File: config.mk
export PLATFORM = sky130hd
export DESIGN_NAME = ofs_ctrl
export DESIGN_NICKNAME = d
export VERILOG_FILES = /design/src/rtl/core/assert_macros.svh /design/src/rtl/core/ofs_pkg.sv /design/src/rtl/core/ofs_ctrl.sv
export SDC_FILE = /design/constraint.sdc
export NUM_CORES = 1
export LEC_CHECK = 0
export ABC_AREA = 1
export BUFFER_PORTS_ARGS = -buffer_cell sky130_fd_sc_hd__buf_2
export CAP_MARGIN = 10
export CORE_UTILIZATION = 40
export DETAILED_ROUTE_END_ITERATION = 10
export GPL_TIMING_DRIVEN = 1
export PLACE_DENSITY = 0.63
export REMOVE_ABC_BUFFERS = 1
export SLEW_MARGIN = 10
export SYNTH_ARGS = -nofsm -noshare
export SYNTH_HDL_FRONTEND = slang
export SYNTH_SLANG_ARGS = --single-unit
File: constraint.sdc
create_clock -name clk -period 12.8 [get_ports clk]
set_clock_uncertainty 0.2 [all_clocks]
set_input_delay 1.28 -clock clk [delete_from_list [all_inputs] [get_ports clk]]
set_output_delay 1.28 -clock clk [all_outputs]
set_load 0.03 [all_outputs]
File: src/rtl/core/assert_macros.svh
// ----------------------------------------------------------------------------
// Assertion macros
// Shorthand for clocked assertions that are disabled while reset is applied.
// ----------------------------------------------------------------------------
`ifndef ASSERT_MACROS_SVH
`define ASSERT_MACROS_SVH

// The consequent must hold in the same cycle as the antecedent.
`define OFS_ASSERT_NOW(lbl, ante, cons, msg) \
	lbl: assert property (@(posedge clk) disable iff (!arst_n) (ante) |-> (cons)) \
		else $error(msg);

// The consequent must hold in the cycle after the antecedent.
`define OFS_ASSERT_NEXT(lbl, ante, cons, msg) \
	lbl: assert property (@(posedge clk) disable iff (!arst_n) (ante) |=> (cons)) \
		else $error(msg);

`endif

File: src/rtl/core/ofs_pkg.sv
// ----------------------------------------------------------------------------
// ofs_pkg
// Shared types, codes and helpers of the overlapped frame splitter.
// ----------------------------------------------------------------------------
`timescale 1ns / 1ps
`default_nettype none

package ofs_pkg;

	// Command codes of the func field.
	localparam logic [1:0] FUNC_PUSH  = 2'd0;
	localparam logic [1:0] FUNC_PULL  = 2'd1;
	localparam logic [1:0] FUNC_FLUSH = 2'd2;

	// Configuration register indexes.
	localparam logic [1:0] CFG_FRAME_LEN = 2'd0;
	localparam logic [1:0] CFG_HOP       = 2'd1;
	localparam logic [1:0] CFG_ROUND     = 2'd2;

	localparam int LEN_BITS   = 10;
	localparam int PLEN_BITS  = 11;
	localparam int CFG_BITS   = 10;
	localparam int FRAME_LEN_RST = 512;
	localparam int HOP_RST       = 256;

	// Per-item control carried alongside the memory read.
	typedef struct packed {
		logic out_valid;
		logic use_mem;
		logic last;
		logic flush;
		logic dropped;
	} res_ctl_t;

	// Smallest power of two at or above v; a length of zero gives one.
	function automatic logic [PLEN_BITS-1:0] ceil_pow2(input logic [LEN_BITS-1:0] v);
		logic [LEN_BITS-1:0] m;
		m = v - LEN_BITS'(1);
		m = m | (m >> 1);
		m = m | (m >> 2);
		m = m | (m >> 4);
		m = m | (m >> 8);
		if (v <= LEN_BITS'(1)) begin
			return PLEN_BITS'(1);
		end
		return {1'b0, m} + PLEN_BITS'(1);
	endfunction

endpackage

`default_nettype wire

File: src/rtl/core/ofs_ctrl.sv
// ----------------------------------------------------------------------------
// ofs_ctrl
// Configuration registers, ring pointers and frame sequencing; drives the
// sample store and holds the first pipeline stage.
// ----------------------------------------------------------------------------
`timescale 1ns / 1ps
`default_nettype none

module ofs_ctrl #(
	parameter int STORE_DEPTH = 1024,
	parameter int MAX_FRAME   = 512,
	parameter int SAMPLE_BITS = 16
) (
	input  wire logic                                  clk,
	input  wire logic                                  arst_n,
	input  wire logic                                  cfg_we,
	input  wire logic [1:0]                            cfg_index,
	input  wire logic [ofs_pkg::CFG_BITS-1:0]          cfg_data,
	input  wire logic                                  accept,
	input  wire logic [1:0]                            func,
	input  wire logic [SAMPLE_BITS-1:0]                sample_in,
	input  wire logic                                  take_s1,
	output logic                                       valid_s1,
	output ofs_pkg::res_ctl_t                          ctl_s1,
	output logic [$clog2(STORE_DEPTH+1)-1:0]           buffered_s1,
	output logic                                       ram_we,
	output logic [$clog2(STORE_DEPTH)-1:0]             ram_waddr,
	output logic [SAMPLE_BITS-1:0]                     ram_wdata,
	output logic                                       ram_re,
	output logic [$clog2(STORE_DEPTH)-1:0]             ram_raddr
);

	localparam int AW      = $clog2(STORE_DEPTH);
	localparam int FILL_W  = $clog2(STORE_DEPTH + 1);
	localparam int LEN_MAX = (MAX_FRAME < 1023) ? MAX_FRAME : 1023;
	localparam int POS_W   = $clog2(LEN_MAX);
	localparam int SW      = ((FILL_W > ofs_pkg::PLEN_BITS) ? FILL_W : ofs_pkg::PLEN_BITS) + 1;
	localparam int LEN_RST = (ofs_pkg::FRAME_LEN_RST > LEN_MAX) ? LEN_MAX : ofs_pkg::FRAME_LEN_RST;
	localparam int LB      = ofs_pkg::LEN_BITS;
	localparam int PB      = ofs_pkg::PLEN_BITS;

	logic [LB-1:0]     len_q, hop_q, len_nx, len_wr;
	logic              round_q, round_nx;
	logic [PB-1:0]     plen_q, plen_nx;

	logic [AW-1:0]     head_q, head_n;
	logic [FILL_W-1:0] fill_q, fill_n;
	logic [POS_W-1:0]  pos_q, pos_n;
	logic              flush_q, flush_n;

	logic [SW-1:0]     fill_x, len_x, hop_x, plen_x, drop_x, rpos, p0;
	logic              ready;
	ofs_pkg::res_ctl_t ctl_n;

	function automatic logic [AW-1:0] wrap(input logic [SW-1:0] s);
		logic [SW-1:0] t;
		t = (s >= SW'(STORE_DEPTH)) ? s - SW'(STORE_DEPTH) : s;
		return t[AW-1:0];
	endfunction

	// The padded length is worked out when a register is written, so it is
	// ready for an item that follows the write directly.
	always_comb begin
		len_wr   = (int'(cfg_data) > LEN_MAX) ? LB'(LEN_MAX) : cfg_data;
		len_nx   = (cfg_we && cfg_index == ofs_pkg::CFG_FRAME_LEN) ? len_wr : len_q;
		round_nx = (cfg_we && cfg_index == ofs_pkg::CFG_ROUND) ? cfg_data[0] : round_q;
		plen_nx  = round_nx ? ofs_pkg::ceil_pow2(len_nx) : {1'b0, len_nx};
	end

	always_ff @(posedge clk or negedge arst_n) begin
		if (!arst_n) begin
			len_q   <= LB'(LEN_RST);
			hop_q   <= LB'(ofs_pkg::HOP_RST);
			round_q <= 1'b0;
			plen_q  <= PB'(LEN_RST);
		end else begin
			len_q   <= len_nx;
			round_q <= round_nx;
			plen_q  <= plen_nx;
			if (cfg_we && cfg_index == ofs_pkg::CFG_HOP) begin
				hop_q <= cfg_data;
			end
		end
	end

	always_comb begin
		head_n  = head_q;
		fill_n  = fill_q;
		pos_n   = pos_q;
		flush_n = flush_q;
		ctl_n   = '0;
		ram_we  = 1'b0;
		rpos    = '0;
		fill_x  = SW'(fill_q);
		len_x   = SW'(len_q);
		hop_x   = SW'(hop_q);
		plen_x  = SW'(plen_q);
		ready   = (len_q != '0) && (hop_q != '0) && (fill_x >= len_x + hop_x);
		drop_x  = (hop_x < fill_x) ? hop_x : fill_x;
		// A flush that starts abandons any partial frame.
		p0      = flush_q ? SW'(pos_q) : '0;
		if (accept) begin
			unique case (func)
				ofs_pkg::FUNC_PUSH: begin
					if (fill_x >= SW'(STORE_DEPTH)) begin
						ctl_n.dropped = 1'b1;
					end else begin
						ram_we = 1'b1;
						fill_n = fill_q + FILL_W'(1);
					end
				end
				ofs_pkg::FUNC_PULL: begin
					if (!flush_q && (pos_q != '0 || ready)) begin
						ctl_n.out_valid = 1'b1;
						rpos = SW'(pos_q);
						ctl_n.use_mem = (rpos < len_x) && (rpos < fill_x);
						if (rpos + SW'(1) >= plen_x) begin
							ctl_n.last = 1'b1;
							head_n = wrap(SW'(head_q) + drop_x);
							fill_n = fill_q - FILL_W'(drop_x);
							pos_n  = '0;
						end else begin
							pos_n = pos_q + POS_W'(1);
						end
					end
				end
				ofs_pkg::FUNC_FLUSH: begin
					if (flush_q || fill_q != '0) begin
						ctl_n.out_valid = 1'b1;
						ctl_n.flush = 1'b1;
						rpos = p0;
						ctl_n.use_mem = (rpos < plen_x) && (rpos < fill_x);
						if (rpos + SW'(1) >= plen_x) begin
							ctl_n.last = 1'b1;
							head_n  = '0;
							fill_n  = '0;
							pos_n   = '0;
							flush_n = 1'b0;
						end else begin
							pos_n   = POS_W'(rpos + SW'(1));
							flush_n = 1'b1;
						end
					end
				end
				default: begin
				end
			endcase
		end
		ram_re    = ctl_n.use_mem;
		ram_waddr = wrap(SW'(head_q) + fill_x);
		ram_raddr = wrap(SW'(head_q) + rpos);
		ram_wdata = sample_in;
	end

	always_ff @(posedge clk or negedge arst_n) begin
		if (!arst_n) begin
			head_q   <= '0;
			fill_q   <= '0;
			pos_q    <= '0;
			flush_q  <= 1'b0;
			valid_s1 <= 1'b0;
		end else begin
			head_q  <= head_n;
			fill_q  <= fill_n;
			pos_q   <= pos_n;
			flush_q <= flush_n;
			if (accept) begin
				valid_s1 <= 1'b1;
			end else if (take_s1) begin
				valid_s1 <= 1'b0;
			end
		end
	end

	always_ff @(posedge clk) begin
		if (accept) begin
			ctl_s1      <= ctl_n;
			buffered_s1 <= fill_n;
		end
	end

endmodule

`default_nettype wire

; ---- After elaboration in Yosys (flattened, before gate mapping)
; Index checks and enable logic that the tools add are counted.
[totals]
ff_bits = 80
out_inout_bits = 55
wordCells = 127
[classes]
addsub = 14
magnitude_cmp = 14
eq_ne = 8
muxes = 48
bitwise_logic = 4
n_reduce_logical = 24
[op_table]
columns = cell, count
row1 = 11-bit 2-to-1 mux, 10
row2 = 10-bit 2-to-1 mux, 9
row3 = 9-bit 2-to-1 mux, 8
row4 = 10-bit by 1-bit subtractor with 10-bit output (second input constant), 4
row5 = 9-bit one-hot mux with 2 select lines, 2
row6 = 9-bit by 11-bit < comparator with 1-bit output, 3
row7 = 11-bit one-hot mux with 3 select lines, 1
row8 = 10-bit by 11-bit adder with 12-bit output, 2
row9 = 12-bit by 11-bit greater-or-equal comparator with 1-bit output (second input constant), 2
row10 = 11-bit greater-or-equal comparator (second input constant), 2
row11 = 9-bit by 1-bit adder with 10-bit output (second input constant), 2
row12 = 10-bit one-hot mux with 2 select lines, 1
row13 = 10-bit nonzero test, 2
row14 = 1-bit 2-to-1 mux, 13
row15 = 12-bit by 11-bit greater-or-equal comparator with 1-bit output, 1
row16 = 10-bit by 1-bit adder with 11-bit output (second input constant), 1
row17 = 10-bit by 10-bit adder with 11-bit output, 1
row18 = 10-bit by 9-bit adder with 11-bit output, 1
row19 = 11-bit by 1-bit adder with 11-bit output (second input constant), 1
row20 = 10-bit by 11-bit greater-or-equal comparator with 1-bit output, 1
row21 = 11-bit greater-or-equal comparator, 1
row22 = 10-bit by 11-bit < comparator with 1-bit output, 1
row23 = 11-bit nonzero test, 1
row24 = 11-bit subtractor, 1
row25 = 24 further kinds, 41

; ---- Logic depth before layout (Yosys ltp)
[depth]
ltp_word = 11
ltp_mapped = 33

; ---- Least setup slack after synthesis
; No wires, ideal clock.
[synth_path]
path_kind = register to output
from = reg hop_q[0]
to = out ram_raddr[9]
arrival_ps = 5317
required_time_ps = 11320
path_slack_ps = 6003
stages_incl_launch_ff = 33
path_buffers = 0
cell_sequence = dfrtp_1 -> ha_1 -> inv_1 -> fa_1 -> o31ai_1 -> a21o_1 -> a21oi_1 -> o21ai_0 -> a21o_1 -> a21oi_1 -> ha_1 -> nand2_1 -> nor2_1 -> nand3_1 -> nand3_1 -> o211ai_1 -> nand2_1 -> nand2_1 -> inv_1 -> nand2_1 -> o21ai_0 -> clkinv_1 -> nor3_1 -> ha_1 -> a21o_1 -> a31oi_1 -> o21ai_0 -> a21oi_1 -> o21bai_1 -> nand2_1 -> nand2_1 -> a21oi_1 -> xor2_1
[synth_between]
elab_chain_cells = 11
[synth_rtl]
columns = element, line_no
row1 = start: declaration, ofs_ctrl.sv:42  ; logic [LB-1:0] len_q, hop_q, len_nx, len_wr;
row2 = start signal: assignment, ofs_ctrl.sv:73  ; hop_q <= LB'(ofs_pkg::HOP_RST);
row3 = start signal: assignment, ofs_ctrl.sv:81  ; hop_q <= cfg_data;
row4 = 10-bit by 10-bit adder with 11-bit output / 10-bit nonzero test (equally long branches), ofs_ctrl.sv:98  ; ready = (len_q != '0) && (hop_q != '0) && (fill_x >= len_x + hop_x);
row5 = 11-bit greater-or-equal comparator / 1-bit logical AND (equally long branches), ofs_ctrl.sv:98
row6 = 1-bit logical AND *, ofs_ctrl.sv:98
row7 = 1-bit logical OR *, ofs_ctrl.sv:113  ; if (!flush_q && (pos_q != '0 || ready)) begin
row8 = 1-bit logical AND *, ofs_ctrl.sv:113
row9 = 9-bit 2-to-1 mux *, ofs_ctrl.sv:113
row10 = 9-bit one-hot mux with 2 select lines *, ofs_ctrl.sv:103  ; unique case (func)
row11 = 9-bit 2-to-1 mux *, ofs_ctrl.sv:102  ; if (accept) begin
row12 = 10-bit by 9-bit adder with 11-bit output *, ofs_ctrl.sv:151  ; ram_raddr = wrap(SW'(head_q) + rpos);
row13 = 10-bit by 1-bit subtractor with 10-bit output / 11-bit greater-or-equal comparator (equally long branches), ofs_ctrl.sv:57  ; t = (s >= SW'(STORE_DEPTH)) ? s - SW'(STORE_DEPTH) : s;
row14 = 10-bit 2-to-1 mux *, ofs_ctrl.sv:57
row15 = end: declaration, ofs_ctrl.sv:30  ; output logic [$clog2(STORE_DEPTH)-1:0] ram_raddr
; Every way passes the cells marked *; elsewhere a longest branch is shown, timed or not.

; ---- Worst setup path after layout
; Same ends and word-level chain as after synthesis.

==> flow_summary.ini <==
[status]
outcome = complete, no violations

[floorplan]
dieHeight_um = 147
io_pins = 90
start_util = 0.412
dieArea_um2 = 21700
row_count = 52
die_w_um = 147
coreArea_um2 = 20500

[timing]
hold_viol = 0
finalCritPeriodShare = 0.618
setup_slack_ps = 4880
fmax_mhz = 126
period_needed_ps = 7920
setup_violations = 0
drv_slew = 0
maxSlewHeadroom = 0.425
rsz0062_at_grt = no
worstMarginPinSlew_ps = 863
setup_tns_ps = 0

[clock_tree]
root_buffer = clkbuf_16
cts_hold_buffers = 0
tritoncts.num_buffers = 9
clk_transition_reported_paths_ps = 60
cts_tree = yes
cts_setup_buffers = 0
cts_htree_levels = 3
cts.sinks = 80
cts_resized = 0
clk_path_buf_depth = 2
clk-insertion-delay-late_ps = 350

[placement]
place.gp.congestion = 0.917
io_buffers = 57
place_ws_ps = 5270
hpwl_um = 19400

[flow_run]
drv_cap = 0

[synth]
yosys.area.top_type = ha_1
seq_area_frac_synth = 0.247
synth-edff-count = 16
yosysMostFrequentCell = nand2_1
synth_top_area_frac = 0.197
async_reset_ff_frac = 0.800
syn-cell-area_um2 = 8450
synth_cells = 1151
synth_ff_type = dfrtp_1
synth_seq_cells = 80
synth_common_cells = 235 x nand2_1, 152 x inv_1, 133 x ha_1
synthTopCellsByArea = ha_1 20%, dfrtp_1 18%, nand2_1 10%
ys_warn_count = 0
avgSynthCellArea_um2 = 7.34
netlist-cell-type-count = 55

[min_path]
hold_path.class = reg -> reg

[route]
vias = 7879
drt_pass1_iterations = 5
first_iter_violations = 640
drt_drc_violations_left = 0
routed_wl_um = 24600
ant_nets = 0
post_drt_wl_per_cell_um = 16.8
via_per_inst = 5.37

[final_layout]
nets = 1365
syn_to_final_growth_pct = 9.02
drive_above_1_share = 0.107
diodes = 0

[critical_path]
max_stage_delay_ps = 400
regToRegSetupSlack_ps = 7960
crit_end = ram_raddr[9]
r2r-start = fill_q[8]
r2r_end = head_q[8]
cp-start-kind = flop
cp_data_required_time_ps = 11320
worstPathMaxFanout = 9
crit_top_cell = nand2_1
cp-end-kind = primary output
crit_start = hop_q[0]
r2r.worst_path.cells = 20
crit_slowest_cell = dfrtp_1
path_class = reg -> out
arrival_ps = 6440

[grt]
grt_overflow = 0
grt_max_degree = 65
antenna_found_initial = 0
grt_first_pass_wirelength_um = 39600
grt_usage = 0.236
grt_pass1_vias = 7356

[power_and_ir_drop]
irDropWorstVdd_v = 0.0000774
leakage_nw = 4.76
power.density_nw_per_um2 = 208
per-layer routing:
layer | routed length (µm) | up-vias | GRT usage
li1 | - | 3953 | -
met1 | 11400 | 3630 | 0.325
met2 | 11000 | 248 | 0.371
met3 | 1440 | 48 | 0.0398
met4 | 745 | 0 | 0.0789
met5 | 0 | - | 0
through the flow:
step,hold slack (ps),instance area [µm²],instances,utilization,total power [mW]
2_1_floorplan,274,8260,1122,-,1.30
3_3_place_gp,313,8900,1451,0.434,1.61
3_5_place_dp,320,8900,1451,0.434,1.63
4_1_cts,331,9210,1466,0.449,1.92
5_1_grt,350,9210,1466,0.449,2.11
6_report,320,9210,1466,0.449,1.92
registers in the layout (all words and copies together) (netlist names):
| register | count |
|---|---|
| buffered_s1 | 11 |
| ctl_s1 | 5 |
| fill_q | 11 |
| flush_q | 1 |
| head_q | 10 |
| hop_q | 10 |
| len_q | 10 |
| plen_q | 11 |
| pos_q | 9 |
| round_q | 1 |
| valid_s1 | 1 |
worst max-delay path: cells and delay by family, from the launching register on:
family	cells	cell delay, ps
AOI/OAI and AO/OA	14	2380
adders and majority gates	4	1220
and+or+nand+nor	10	1150
DFF	1	400
buffers and inverters	4	800
xor gates and xnor gates	1	150
where the power goes:
part | total [mW] | switching, mW | internal (mW)
sequential | 0.432 | 0.111 | 0.321
clock | 0.277 | 0.103 | 0.174
combinational | 1.21 | 0.778 | 0.430
kinds of logic after synthesis:
kind of cell	synth area share
AOI/OAI and AO/OA	0.153
xor gates and xnor gates	0.0446
and+or+nand+nor	0.249
buffers and inverters	0.0961
muxes	0.00133
DFF	0.247
adders and majority gates	0.209
placed cells by master, fill, tap and decap left out, types with 3 or more instances in the layout:
master and n:
nand3_1 61, o21ai_0 83, nand4_1 22, o21ai_1 4, fa_1 5, buf_2 57
ha_1 133, xnor2_1 9, a31oi_1 3, nand2_2 12, or2_2 7, nor2_1 76
nand2_1 235, o211ai_1 14, a21o_1 6, edfxtp_1 16, dfrtp_1 61, xor2_1 34
nand2_4 4, nor2_4 4, inv_2 12, o22ai_1 5, a21oi_1 87, nor2_2 4
dfstp_2 3, o31ai_1 3, inv_1 152, clkbuf_16 9, o21bai_1 5, nor3_1 29
nor4_1 5
area by class of cell:
| type | instances | area, µm² |
|---|---|---|
| multi-input cells | 876 | 5550 |
| fillers | 2121 | 11300 |
| repair buffers | 59 | 300 |
| inverters | 166 | 623 |
| flip-flops and latches | 80 | 2090 |
| well taps | 270 | 338 |
| clock inverters | 4 | 70.1 |
| clock buffers | 11 | 243 |
worst min-delay path by stage:
stage | from | to | slack (ps) | depth (start not counted)
after floorplan | hop_q[8] | hop_q[8] | 270 | 2
after global placement | valid_s1 | valid_s1 | 310 | 2
after detailed placement | valid_s1 | valid_s1 | 320 | 2
after CTS | valid_s1 | valid_s1 | 330 | 2
after global routing | valid_s1 | valid_s1 | 350 | 2
final | valid_s1 | valid_s1 | 320 | 2
Power figures use the tool's default switching activity.
