<file path="config.mk">
export PLATFORM = sky130hd
export DESIGN_NAME = ofs_outq
export DESIGN_NICKNAME = d
export VERILOG_FILES = /design/src/rtl/core/assert_macros.svh /design/src/rtl/core/ofs_pkg.sv /design/src/rtl/core/ofs_outq.sv
export SDC_FILE = /design/constraint.sdc
export NUM_CORES = 1
export LEC_CHECK = 0
export BUFFER_PORTS_ARGS = -buffer_cell sky130_fd_sc_hd__buf_2
export CORE_MARGIN = 10
export CORE_UTILIZATION = 44
export CTS_CLUSTER_DIAMETER = 50
export DETAILED_ROUTE_END_ITERATION = 10
export PLACE_DENSITY = 0.82
export SYNTH_ARGS = -nofsm -noshare
export SYNTH_HDL_FRONTEND = slang
export SYNTH_SLANG_ARGS = --single-unit
</file>
<file path="constraint.sdc">
create_clock -name clk -period 11.15 [get_ports clk]
set_input_delay 2.23 -clock clk [delete_from_list [all_inputs] [get_ports clk]]
set_output_delay 2.23 -clock clk [all_outputs]
set_load 0.005 [all_outputs]
</file>
<file path="src/rtl/core/assert_macros.svh">
// ----------------------------------------------------------------------------
// Assertion macros
// Shorthand for clocked assertions that are disabled while reset is applied.
// ----------------------------------------------------------------------------
`ifndef ASSERT_MACROS_SVH
`define ASSERT_MACROS_SVH

// The consequent must hold in the same cycle as the antecedent.
`define OFS_ASSERT_NOW(lbl, ante, cons, msg) \
	lbl: assert property (@(posedge clk) disable iff (!arst_n) (ante) |-> (cons)) \
		else $error(msg);

// The consequent must hold in the cycle after the antecedent.
`define OFS_ASSERT_NEXT(lbl, ante, cons, msg) \
	lbl: assert property (@(posedge clk) disable iff (!arst_n) (ante) |=> (cons)) \
		else $error(msg);

`endif

</file>
<file path="src/rtl/core/ofs_pkg.sv">
// ----------------------------------------------------------------------------
// ofs_pkg
// Shared types, codes and helpers of the overlapped frame splitter.
// ----------------------------------------------------------------------------
`timescale 1ns / 1ps
`default_nettype none

package ofs_pkg;

	// Command codes of the func field.
	localparam logic [1:0] FUNC_PUSH  = 2'd0;
	localparam logic [1:0] FUNC_PULL  = 2'd1;
	localparam logic [1:0] FUNC_FLUSH = 2'd2;

	// Configuration register indexes.
	localparam logic [1:0] CFG_FRAME_LEN = 2'd0;
	localparam logic [1:0] CFG_HOP       = 2'd1;
	localparam logic [1:0] CFG_ROUND     = 2'd2;

	localparam int LEN_BITS   = 10;
	localparam int PLEN_BITS  = 11;
	localparam int CFG_BITS   = 10;
	localparam int FRAME_LEN_RST = 512;
	localparam int HOP_RST       = 256;

	// Per-item control carried alongside the memory read.
	typedef struct packed {
		logic out_valid;
		logic use_mem;
		logic last;
		logic flush;
		logic dropped;
	} res_ctl_t;

	// Smallest power of two at or above v; a length of zero gives one.
	function automatic logic [PLEN_BITS-1:0] ceil_pow2(input logic [LEN_BITS-1:0] v);
		logic [LEN_BITS-1:0] m;
		m = v - LEN_BITS'(1);
		m = m | (m >> 1);
		m = m | (m >> 2);
		m = m | (m >> 4);
		m = m | (m >> 8);
		if (v <= LEN_BITS'(1)) begin
			return PLEN_BITS'(1);
		end
		return {1'b0, m} + PLEN_BITS'(1);
	endfunction

endpackage

`default_nettype wire

</file>
<file path="src/rtl/core/ofs_outq.sv">
// ----------------------------------------------------------------------------
// ofs_outq
// Output register: merges the store read data with the item's control and
// holds the result while the receiver stalls.
// ----------------------------------------------------------------------------
`timescale 1ns / 1ps
`default_nettype none

module ofs_outq #(
	parameter int SAMPLE_BITS = 16,
	parameter int FILL_W      = 11
) (
	input  wire logic                          clk,
	input  wire logic                          arst_n,
	input  wire logic                          valid_s1,
	input  wire ofs_pkg::res_ctl_t             ctl_s1,
	input  wire logic [FILL_W-1:0]             buffered_s1,
	input  wire logic [SAMPLE_BITS-1:0]        rdata,
	input  wire logic                          result_stall,
	output logic                               take_s1,
	output logic                               result_valid,
	output logic                               out_valid,
	output logic signed [SAMPLE_BITS-1:0]      sample_out,
	output logic                               frame_last,
	output logic                               flush_frame,
	output logic                               dropped,
	output logic [FILL_W-1:0]                  buffered
);

	assign take_s1 = valid_s1 && (!result_valid || !result_stall);

	always_ff @(posedge clk or negedge arst_n) begin
		if (!arst_n) begin
			result_valid <= 1'b0;
		end else if (take_s1) begin
			result_valid <= 1'b1;
		end else if (!result_stall) begin
			result_valid <= 1'b0;
		end
	end

	// Positions past the fill or frame length (padded for flush) read as zeros.
	always_ff @(posedge clk) begin
		if (take_s1) begin
			out_valid   <= ctl_s1.out_valid;
			sample_out  <= ctl_s1.use_mem ? $signed(rdata) : '0;
			frame_last  <= ctl_s1.last;
			flush_frame <= ctl_s1.flush;
			dropped     <= ctl_s1.dropped;
			buffered    <= buffered_s1;
		end
	end

endmodule

`default_nettype wire

</file>
# Word-level counts from Yosys, hierarchy flattened
# Cells that the tools add are included.
# Widths: inputs -> output; s select.
dict set report classes {
  muxes 2
  reduce_logical 4
  n_eq_ne 1
}
# op n
set ops {}
lappend ops {{$logic_not 1->1} 2}
lappend ops {{$mux 1} 2}
lappend ops {{$ne 2x1->1 const B} 1}
lappend ops {{$logic_and 1x1->1} 1}
lappend ops {{$logic_or 1x1->1} 1}
dict set report word_totals {
  elab_cells 14
  ff_bits 32
  output_inout_bits 33
  in_bits 36
}

# Logic depth before layout (Yosys ltp)
# Gate-level depths: netlist of run 1.
dict set report depth {
  depth_word 4
  ltp_mapped 2
}

# Least setup slack after synthesis of run 1
# No wires, ideal clock.
dict set report synth_timing {
  path_kind {input port to output port}
  start {in valid_s1}
  end {out take_s1}
  stages 1
  n_path_buf 0
  setup_slack_ps 4277
  required_ps 8920
  arrival_time_ps 4643
  cell_sequence {a21boi_0}
}
dict set report synth_via {
  elab_chain_cells 1
}
# element line
set synth_rtl {}
lappend synth_rtl {{from (decl)} ofs_outq.sv:15} ;# input wire logic valid_s1,
lappend synth_rtl {{$logic_and 1x1->1} ofs_outq.sv:30} ;# assign take_s1 = valid_s1 && (!result_valid || !result_stall);
lappend synth_rtl {{to (decl)} ofs_outq.sv:20} ;# output logic take_s1,
# Every way passes these cells.

# Worst setup path in the final report of run 1
dict set report layout_timing {
  start {in result_stall}
  end {out take_s1}
}
dict set report layout_via {
  elab_chain_cells 3
}
# element line
set layout_rtl {}
lappend layout_rtl {{from (decl)} ofs_outq.sv:19} ;# input wire logic result_stall,
lappend layout_rtl {{$logic_not 1->1} n/a}
lappend layout_rtl {{$logic_or 1x1->1} ofs_outq.sv:30}
lappend layout_rtl {{$logic_and 1x1->1} ofs_outq.sv:30}
# Every way passes these cells.

==> results of run 1 <==
## worst max-delay path by stage
stage / slack [ps] / to / cells past startpoint / startpoint
2_1_floorplan: 4280 / take_s1 / 1 / valid_s1
3_3_place_gp: 5880 / take_s1 / 4 / result_stall
3_5_place_dp: 5850 / take_s1 / 4 / result_stall
4_1_cts: 5850 / take_s1 / 4 / result_stall
5_1_grt: 5810 / take_s1 / 4 / result_stall
6_report: 5860 / take_s1 / 4 / result_stall
## flip-flops by register name (all words and copies together) (netlist names)
signal / cells
dropped: 1
frame_last: 1
out_valid: 1
result_valid: 1
sample_out: 16
buffered: 11
flush_frame: 1
## logic make-up (layout without fill, tap and decap cells)
kind of cell / count (synthesis) / in the layout / share of synthesized area, %
flip-flops: 32 / 32 / 87.1
AO/OA/AOI/OAI: 2 / 2 / 1.37
AND/OR/NAND/NOR: 16 / 16 / 10.5
buffers and inverters: 1 / 77 / 1.03
## cell type report
| type | instances | area, um^2 |
|---|---|---|
| clock buffers | 7 | 45.0 |
| clock inverters | 1 | 3.75 |
| fillers | 190 | 901 |
| multi-input cells | 18 | 141 |
| flip-flops and latches | 32 | 956 |
| well taps | 30 | 37.5 |
| repair buffers | 69 | 348 |
## worst register-to-register path, cell delays in order (launching register included)
cell and delay [ps]:
dfrtp_1 420, a21boi_4 130, buf_4 370
## through the flow
step	instance area, um^2	power (uW)
floorplan	1100	151
global placement	1480	164
detailed placement	1480	166
CTS	1530	224
global route	1530	233
finish	1530	222
## routing by layer
layer | global-route usage [%] | routed length, um
met1 | 13.2 | 1190
met2 | 16.4 | 1160
met3 | 6.92 | 350
met4 | 5.48 | 75
met5 | 0 | 0
## cell usage in the layout (no fill, tap or decap), drive strengths merged
| master | synthesis | final |
|---|---|---|
| a21boi | 1 | 1 |
| a21o | 1 | 1 |
| and2 | 16 | 16 |
| buf | 1 | 69 |
| clkbuf | 0 | 7 |
| clkinv | 0 | 1 |
| dfrtp | 1 | 1 |
| edfxtp | 31 | 31 |
## power by group through the flow
stage	clock network [uW]	registers (uW)	logic [uW]
CTS	60.9	142	21.4
detailed placement	0	145	21.4
global placement	0	144	20.3
floorplan	0	146	5.31
global route	67.3	143	23.1
finish	59.2	142	20.8
==> metrics.yaml, run 1 <==
status: "completed"
hold_end: "result_valid$_DFFE_PN0P_"
p_comb_share_pct: 9.4
maxCapViolCount: 0
synth_top_cell_by_area: "edfxtp_1"
dp.cells: 149
drive_above_1_share_pct: 68.5
async_flop_share_pct: 3.13
nets: 162
crit_family: "buffers and inverters"
start_util_pct: 45.1
clk_latency_ps: 320
grt_use_total_pct: 11.4
crit_required_ps: 8920
wire_per_inst_um: 17.7
antenna_found_initial: 0
crit_path_frequent_cell: "buf_2"
synthTopCellsByArea: "edfxtp_1 (85%), and2_2 (8.2%), and2_1 (2.3%)"
finalWorstSetupSlack_ps: 5860
syn_area_per_cell_um2: 21.5
place_congestion: 0.749
netlist_area_um2: 1100
ff2ff_path_depth: 2
rows: 18
ctsResizeCount: 0
synth.most_common_cell: "edfxtp_1"
antenna_cells: 0
h-tree-depth: 2
worst_slew_pin_slew_ps: 389
cts-root-buf: "clkbuf_4"
port_buffers: 68
area_growth_pct: 39.6
ys_seq_area_share_pct: 87.1
ant_nets: 0
die-area_um2: 4890
slew_viol_final: 0
ys_top_cells_by_count: "edfxtp_1 (31), and2_2 (12), and2_1 (4)"
path_cells: "buf_2, a21boi_4, buf_4, buf_2"
cp-start-kind: "input pin"
seqPwrFrac_pct: 63.9
skew_ps: 7.52
hold-path-cell-count: 1
cts_tree: "done"
io_pins: 69
worstPathMaxFanout: 32
peakVddDrop_uv: 124
rsz0062_at_grt: "false"
synthCells: 51
maxSlewHeadroom_pct: 74.1
crit_path_end_kind: "output port"
yosysWarnings: 0
ys_types: 7
r2r-start: "result_valid$_DFFE_PN0P_"
num_vias: 713
p_clk_share_pct: 26.7
layout_min_cycle_time_ps: 5290
cts_setup_buffers: 0
ys.flop_type: "edfxtp_1"
synth_nets: 87
r2r_slack_ps: 9900
critPathKind: "in -> out"
yosysTopAreaCellShare_pct: 84.8
clock_sinks: 32
setup_tns_ps: 0
max_stage_delay_ps: 370
wl_um: 2770
vias_per_cell: 4.54
critPathArrivalTime_ps: 3060
p_per_area_nw_per_um2: 145
drt_iter0_markers: 33
critPathBufInv: 3
worst_path_max_delay_cell: "buf_4"
grt.overflow.total: 0
leakagePower_uw: 0.000679
r2r_end: "sample_out[2]$_SDFFCE_PN0P_"
synth_enable_flop_cells: 31
intPower_uw: 175
ys_seq_elements: 32
worstHoldStart: "result_valid$_DFFE_PN0P_"
clkTransAtPathRegs_ps: 80
hold_path.class: "reg -> reg"
holdWs_ps: 566
grt_max_degree: 33
die_x_um: 69.9
final_util_pct: 63.0
numCtsBuffers: 5
finalCritPeriodShare_pct: 47.4
finalSetupViolations: 0
die_h_um: 69.9
p_sw_uw: 46.4
pre_cts_ws_ps: 5850
switching_share_pct: 20.9
hold_viol_final: 0
instances_no_fill: 157
max_freq_ghz: 0.189
core_um2: 2430
clockBufferDepth: 2
first_global_vias: 785
holdBufCountCts: 0
grt_pass1_wl_um: 4330
drc_errors: 0
firstDrtPassIters: 4
(Power assumes the default switching activity.)
==> run 2, diff against run 1 <==
--- a/config.mk
+++ b/config.mk
@@ -7,10 +7,10 @@
 export LEC_CHECK = 0
 export BUFFER_PORTS_ARGS = -buffer_cell sky130_fd_sc_hd__buf_2
 export CORE_MARGIN = 10
-export CORE_UTILIZATION = 44
+export CORE_UTILIZATION = 41
 export CTS_CLUSTER_DIAMETER = 50
 export DETAILED_ROUTE_END_ITERATION = 10
-export PLACE_DENSITY = 0.82
+export PLACE_DENSITY = 0.77
 export SYNTH_ARGS = -nofsm -noshare
 export SYNTH_HDL_FRONTEND = slang
 export SYNTH_SLANG_ARGS = --single-unit
==> constraint.sdc (replaced) <==
create_clock -name clk -period 5.35 [get_ports clk]
set_input_delay 1.07 -clock clk [delete_from_list [all_inputs] [get_ports clk]]
set_output_delay 1.07 -clock clk [all_outputs]
set_load 0.005 [all_outputs]
==> run 2 against run 1 <==
  * Wire length shrank 9.1%
  * Die area grew 5.2%
  * Critical path type unchanged
  * Sequential share of layout area shrank 1.1 points
  * Worst hold slack lost 62 ps
  * First-iteration DRC count grew 30%
  * Cell count is the same
  * Global-route usage shrank 2.0 points
  * Sequential power grew 110%
  * Clock power grew to 2.9 times the previous value
  * Cell area grew 1.8%
==> metrics.yaml, run 2 (synthesis results as in run 1) <==
cts-root-buf: "clkbuf_4"  # unchanged
maxSlewHeadroom_pct: 74.5  # was 74.1%
p_per_area_nw_per_um2: 328  # was 145 nW/um^2
ant_nets: 0  # unchanged
max_freq_ghz: 0.338
hold_path.class: "in -> async"  # was reg -> reg
layout_common_cells: "buf_2 (68), edfxtp_1 (31), and2_2 (12)"  # unchanged
nFillCells: 213  # was 190
max_stage_delay_ps: 360  # was 370 ps
leakagePower_uw: 0.000694  # was 0.000679 uW
top_layer_used: "met4"  # unchanged
pre_cts_ws_ps: 2390  # was 5850 ps
peakVddDrop_uv: 194  # was 124 uV
slew_viol_final: 0  # unchanged
first_global_vias: 783  # was 785
cp-start-kind: "input pin"  # unchanged
area.sequential_um2: 956  # unchanged
start_util_pct: 43.5  # was 45.1%
setup_tns_ps: 0  # unchanged
maxCapViolCount: 0  # unchanged
worst_slew_pin_slew_ps: 383  # was 389 ps
vias_per_cell: 4.45  # was 4.54
largest_reg_flops: 16  # unchanged
clk_latency_ps: 320  # about the same
finalSetupViolations: 0  # unchanged
wl_met3_um: 365  # was 350 um
final_util_pct: 61.8  # was 63.0%
rsz0062_at_grt: "false"  # unchanged
port_buffers: 68  # unchanged
holdBufCountCts: 0  # unchanged
hold_viol_final: 0  # unchanged
critPathBufInv: 3  # unchanged
grt_use_total_pct: 9.42  # was 11.4%
core_um2: 2520  # was 2430 um^2
die_h_um: 71.7  # was 69.9 um
wire_per_inst_um: 16.1  # was 17.7 um
clock_sinks: 32  # unchanged
layout_min_cycle_time_ps: 2960
firstDrtPassIters: 3  # was 4
crit_family: "buffers and inverters"  # unchanged
critPathArrivalTime_ps: 1890  # was 3060 ps
wl_um: 2520  # was 2770 um
worstPathMaxFanout: 32  # unchanged
drt_iter0_markers: 43  # was 33
critPathKind: "in -> out"  # unchanged
nets: 162  # unchanged
finalWorstSetupSlack_ps: 2390  # was 5860 ps
grt.overflow.total: 0  # unchanged
numCtsBuffers: 5  # unchanged
r2r_slack_ps: 4080  # was 9900 ps
area_growth_pct: 42.1  # was 39.6%
ctsResizeCount: 0  # unchanged
die-area_um2: 5150  # was 4890 um^2
crit_required_ps: 4280  # was 8920 ps
skew_ps: 7.47  # was 7.52 ps
largestRegisters: "sample_out (16), buffered (11)"  # unchanged
worst_path_max_delay_cell: "buf_4"  # unchanged
multi_input_area_um2: 141  # unchanged
io_pins: 69  # unchanged
crit_path_frequent_cell: "buf_2"  # unchanged
antenna_cells: 0  # unchanged
path_cells: "buf_2, a21boi_4, buf_4, buf_2"  # unchanged
crit_path_end_kind: "output port"  # unchanged
drc_errors: 0  # unchanged
h-tree-depth: 2  # unchanged
finalCritPeriodShare_pct: 55.3
cp-startpoint: "result_stall"  # unchanged
r2r_end: "buffered[7]$_DFFE_PP_"  # was sample_out[2]$_SDFFCE_PN0P_
cts_tree: "done"  # unchanged
drive_above_1_share_pct: 70.1  # was 68.5%
clockBufferDepth: 2  # unchanged
ff2ff_path_depth: 2  # unchanged
num_vias: 698  # was 713
met2_length_um: 1140  # was 1160 um
status: "completed"  # unchanged
grt_max_degree: 33  # unchanged
r2r-start: "result_valid$_DFFE_PN0P_"  # unchanged
final_common_cell: "buf_2"  # unchanged
antenna_found_initial: 0  # unchanged
cts_setup_buffers: 0  # unchanged
place_congestion: 0.730  # was 0.749
met1_length_um: 904  # was 1190 um
regMostFlops: "sample_out"  # unchanged
clkTransAtPathRegs_ps: 90  # was 80 ps
rows: 18  # unchanged
die_x_um: 71.7  # was 69.9 um
grt_pass1_wl_um: 3610  # was 4330 um
[run 2: changes by cell type in the layout (fill, tap and decap cells not counted), sizes merged]
cell / change
bufinv: +1
clkbuf: -1
[run 2: worst reg2reg max path: stages, from the launching register on]
cell      delay (ps)
dfrtp_1          430
a21boi_4         130
buf_4            360
[run 2: area by class of cell]
class,count,area share [%]
multi-input cells,18,9.07
well taps,30,2.41
clock buffers,6,2.65
flip-flops and latches,32,61.3
clock inverters,2,2.25
repair buffers,69,22.3
[run 2: worst max-delay path by stage]
stage               to  cells past startpoint
2_1_floorplan  take_s1                      1
3_3_place_gp   take_s1                      4
3_5_place_dp   take_s1                      4
4_1_cts        take_s1                      4
5_1_grt        take_s1                      4
6_report       take_s1                      4
[run 2: metrics by stage]
step / cell area [um^2] / total power (uW) / std cells / hold WS [ps]
CTS: 1560 / 518 / 157 / 488
global route: 1560 / 531 / 157 / 482
finish: 1560 / 511 / 157 / 505
floorplan: 1100 / 315 / 51 / 491
detailed placement: 1480 / 345 / 149 / 556
global placement: 1480 / 343 / 149 / 533
[run 2: layer usage]
layer / vias to the layer above / track usage [%]
met1: 302 / 8.31
li1: 336 / -
met5: - / 0
met3: 9 / 5.79
met2: 51 / 14.7
met4: 0 / 8.39
[run 2: power by group]
part	internal, uW	total, uW	switching, uW
Clock	97.9	173	75.0
Sequential	292	295	3.46
Combinational	23.2	42.7	19.5
==> run 3, diff against run 2 <==
--- a/config.mk
+++ b/config.mk
@@ -7,10 +7,10 @@
 export LEC_CHECK = 0
 export BUFFER_PORTS_ARGS = -buffer_cell sky130_fd_sc_hd__buf_2
 export CORE_MARGIN = 10
-export CORE_UTILIZATION = 41
+export CORE_UTILIZATION = 37
 export CTS_CLUSTER_DIAMETER = 50
 export DETAILED_ROUTE_END_ITERATION = 10
-export PLACE_DENSITY = 0.77
+export PLACE_DENSITY = 0.74
 export SYNTH_ARGS = -nofsm -noshare
 export SYNTH_HDL_FRONTEND = slang
 export SYNTH_SLANG_ARGS = --single-unit
==> constraint.sdc (replaced) <==
create_clock -name clk -period 2.7 [get_ports clk]
set_input_delay 0.54 -clock clk [delete_from_list [all_inputs] [get_ports clk]]
set_output_delay 0.54 -clock clk [all_outputs]
set_load 0.005 [all_outputs]
==> run 3 against run 2 <==
  * Worst setup slack worse by 1300 ps
  * Critical path depth shrank 2
  * Core utilization is 5.8 points lower
  * Sequential power up 98%
  * Sequential share of layout area shrank 0.44 points
  * Flip-flop and latch count is the same
  * Die area is 7.7% higher
  * Clock skew is 0.74 ps higher
  * Register-to-register slack got worse by 2700 ps
  * Via count rose by 3.2%
  * Wire length grew 5.1%
  * Clock power rose by 97%
  * Largest cell class unchanged
  * Highest routed layer unchanged
==> metrics.yaml, run 3 (synthesis results as in run 1) <==
status: "completed"  # unchanged
start_util_pct: 39.1  # was 43.5%
p_per_area_nw_per_um2: 644  # was 328 nW/um^2
vias_per_cell: 4.53  # was 4.45
clockBufferDepth: 2  # unchanged
regMostFlops: "sample_out"  # unchanged
ctsResizeCount: 0  # unchanged
maxCapViolCount: 0  # unchanged
crit_required_ps: 2160  # was 4280 ps
crit_family: "flip-flops"  # was buffers and inverters
clkTransAtPathRegs_ps: 90  # about the same
worst_slew_pin_slew_ps: 377  # was 383 ps
drc_errors: 0  # unchanged
clk_latency_ps: 320  # about the same
rows: 19  # was 18
drt_iter0_markers: 34  # was 43
finalPower_uw: 1010  # was 511 uW
ant_nets: 0  # unchanged
finalSetupViolations: 0  # unchanged
nFillCells: 236  # was 213
numCtsBuffers: 5  # unchanged
grt_max_degree: 32  # was 33
layout_common_cells: "buf_2 (68), edfxtp_1 (31), and2_2 (12)"  # unchanged
critPathBufInv: 1  # was 3
cts_setup_buffers: 0  # unchanged
leakagePower_uw: 0.000698  # was 0.000694 uW
die-area_um2: 5540  # was 5150 um^2
rsz0062_at_grt: "false"  # unchanged
slew_viol_final: 0  # unchanged
grt_pass1_wl_um: 3770  # was 3610 um
path_cells: "a21boi_4, buf_2"  # was buf_2, a21boi_4, buf_4, buf_2
cts-root-buf: "clkbuf_4"  # unchanged
place_congestion: 0.663  # was 0.730
wire_per_inst_um: 16.7  # was 16.1 um
nets: 163  # was 162
firstDrtPassIters: 4  # was 3
setup_tns_ps: 0  # unchanged
area_growth_pct: 43.1  # was 42.1%
critPathArrivalTime_ps: 1030  # was 1890 ps
wl_um: 2650  # was 2520 um
antenna_cells: 0  # unchanged
finalCritPeriodShare_pct: 58.1
largestRegisters: "sample_out (16), buffered (11)"  # unchanged
clock_sinks: 32  # unchanged
first_global_vias: 765  # was 783
cts_tree: "done"  # unchanged
grt.overflow.total: 0  # unchanged
final_common_cell: "buf_2"  # unchanged
max_freq_ghz: 0.637
max_stage_delay_ps: 430  # was 360 ps
drive_above_1_share_pct: 69.5  # was 70.1%
crit_path_end_kind: "output port"  # unchanged
grt_use_total_pct: 9.47  # was 9.42%
maxSlewHeadroom_pct: 74.9  # was 74.5%
holdBufCountCts: 1  # was 0
skew_ps: 8.21  # was 7.47 ps
core_um2: 2810  # was 2520 um^2
port_buffers: 68  # unchanged
antenna_found_initial: 0  # unchanged
dp_hpwl_um: 2090
cp-start-kind: "flop"  # was input pin
worstPathMaxFanout: 3  # was 32
num_vias: 720  # was 698
largest_reg_flops: 16  # unchanged
peakVddDrop_uv: 265  # was 194 uV
h-tree-depth: 2  # unchanged
critPathKind: "reg -> out"  # was in -> out
die_x_um: 74.5  # was 71.7 um
die_h_um: 74.5  # was 71.7 um
layout_min_cycle_time_ps: 1570
worst_path_max_delay_cell: "dfrtp_1"  # was buf_4
hold_viol_final: 0  # unchanged
io_pins: 69  # unchanged
hold_path.class: "in -> reg"  # was in -> async
run 3: changes by cell type in the layout (fill, tap and decap cells not counted):
cell / previous run / this run
dlygate4sd3_1: 0 / 1
run 3: path summary, 6_finish.rpt:
| check | startpoint | end | slack [ps] | depth (start not counted) |
|---|---|---|---|---|
| worst max-delay path | result_valid$_DFFE_PN0P_ | take_s1 | 1130 | 2 |
| worst min-delay path | buffered_s1[10] | buffered[10]$_DFFE_PP_ | 390 | 1 |
| worst max register to register | result_valid$_DFFE_PN0P_ | sample_out[15]$_SDFFCE_PN0P_ | 1410 | 2 |
| worst min register to register | result_valid$_DFFE_PN0P_ | result_valid$_DFFE_PN0P_ | 570 | 1 |
| max in group asynchronous | arst_n | result_valid$_DFFE_PN0P_ | 2090 | 2 |
| min in group asynchronous | arst_n | result_valid$_DFFE_PN0P_ | 520 | 2 |
run 3: worst reg2reg max path, delay by kind of cell (launching register included):
family	cells	cell delay (ps)
AO/OA/AOI/OAI	1	160
flip-flops	1	430
buffers and inverters	1	370
run 3: metrics by stage:
stage / setup slack [ps] / std cells / area [um^2] / hold WS (ps) / utilization [%]
after floorplan: 20.6 / 51 / 1100 / 244 / -
after global placement: 1160 / 150 / 1480 / 317 / 52.9
after detailed placement: 1140 / 150 / 1480 / 318 / 52.9
after CTS: 1100 / 159 / 1570 / 373 / 56.0
after global routing: 1040 / 159 / 1570 / 359 / 56.0
final: 1130 / 159 / 1570 / 392 / 56.0
run 3: power by group:
part	switching (uW)	internal [uW]
Clock	147	194
Sequential	6.94	578
Combinational	39.8	46.9
run 3: per-layer routing:
metal / vias up / track usage (%) / routed length (um)
met5: - / 0 / 0
met4: 0 / 5.67 / 8
met3: 2 / 5.45 / 410
met2: 54 / 14.4 / 1160
met1: 324 / 10.0 / 1070
li1: 340 / - / -
run 3: layout make-up:
type	count	area, um^2	area share, %
well taps	31	38.8	2.47
repair buffers	70	358	22.8
multi-input cells	18	141	9.00
flip-flops and latches	32	956	60.9
clock buffers	6	41.3	2.63
clock inverters	2	35.0	2.23
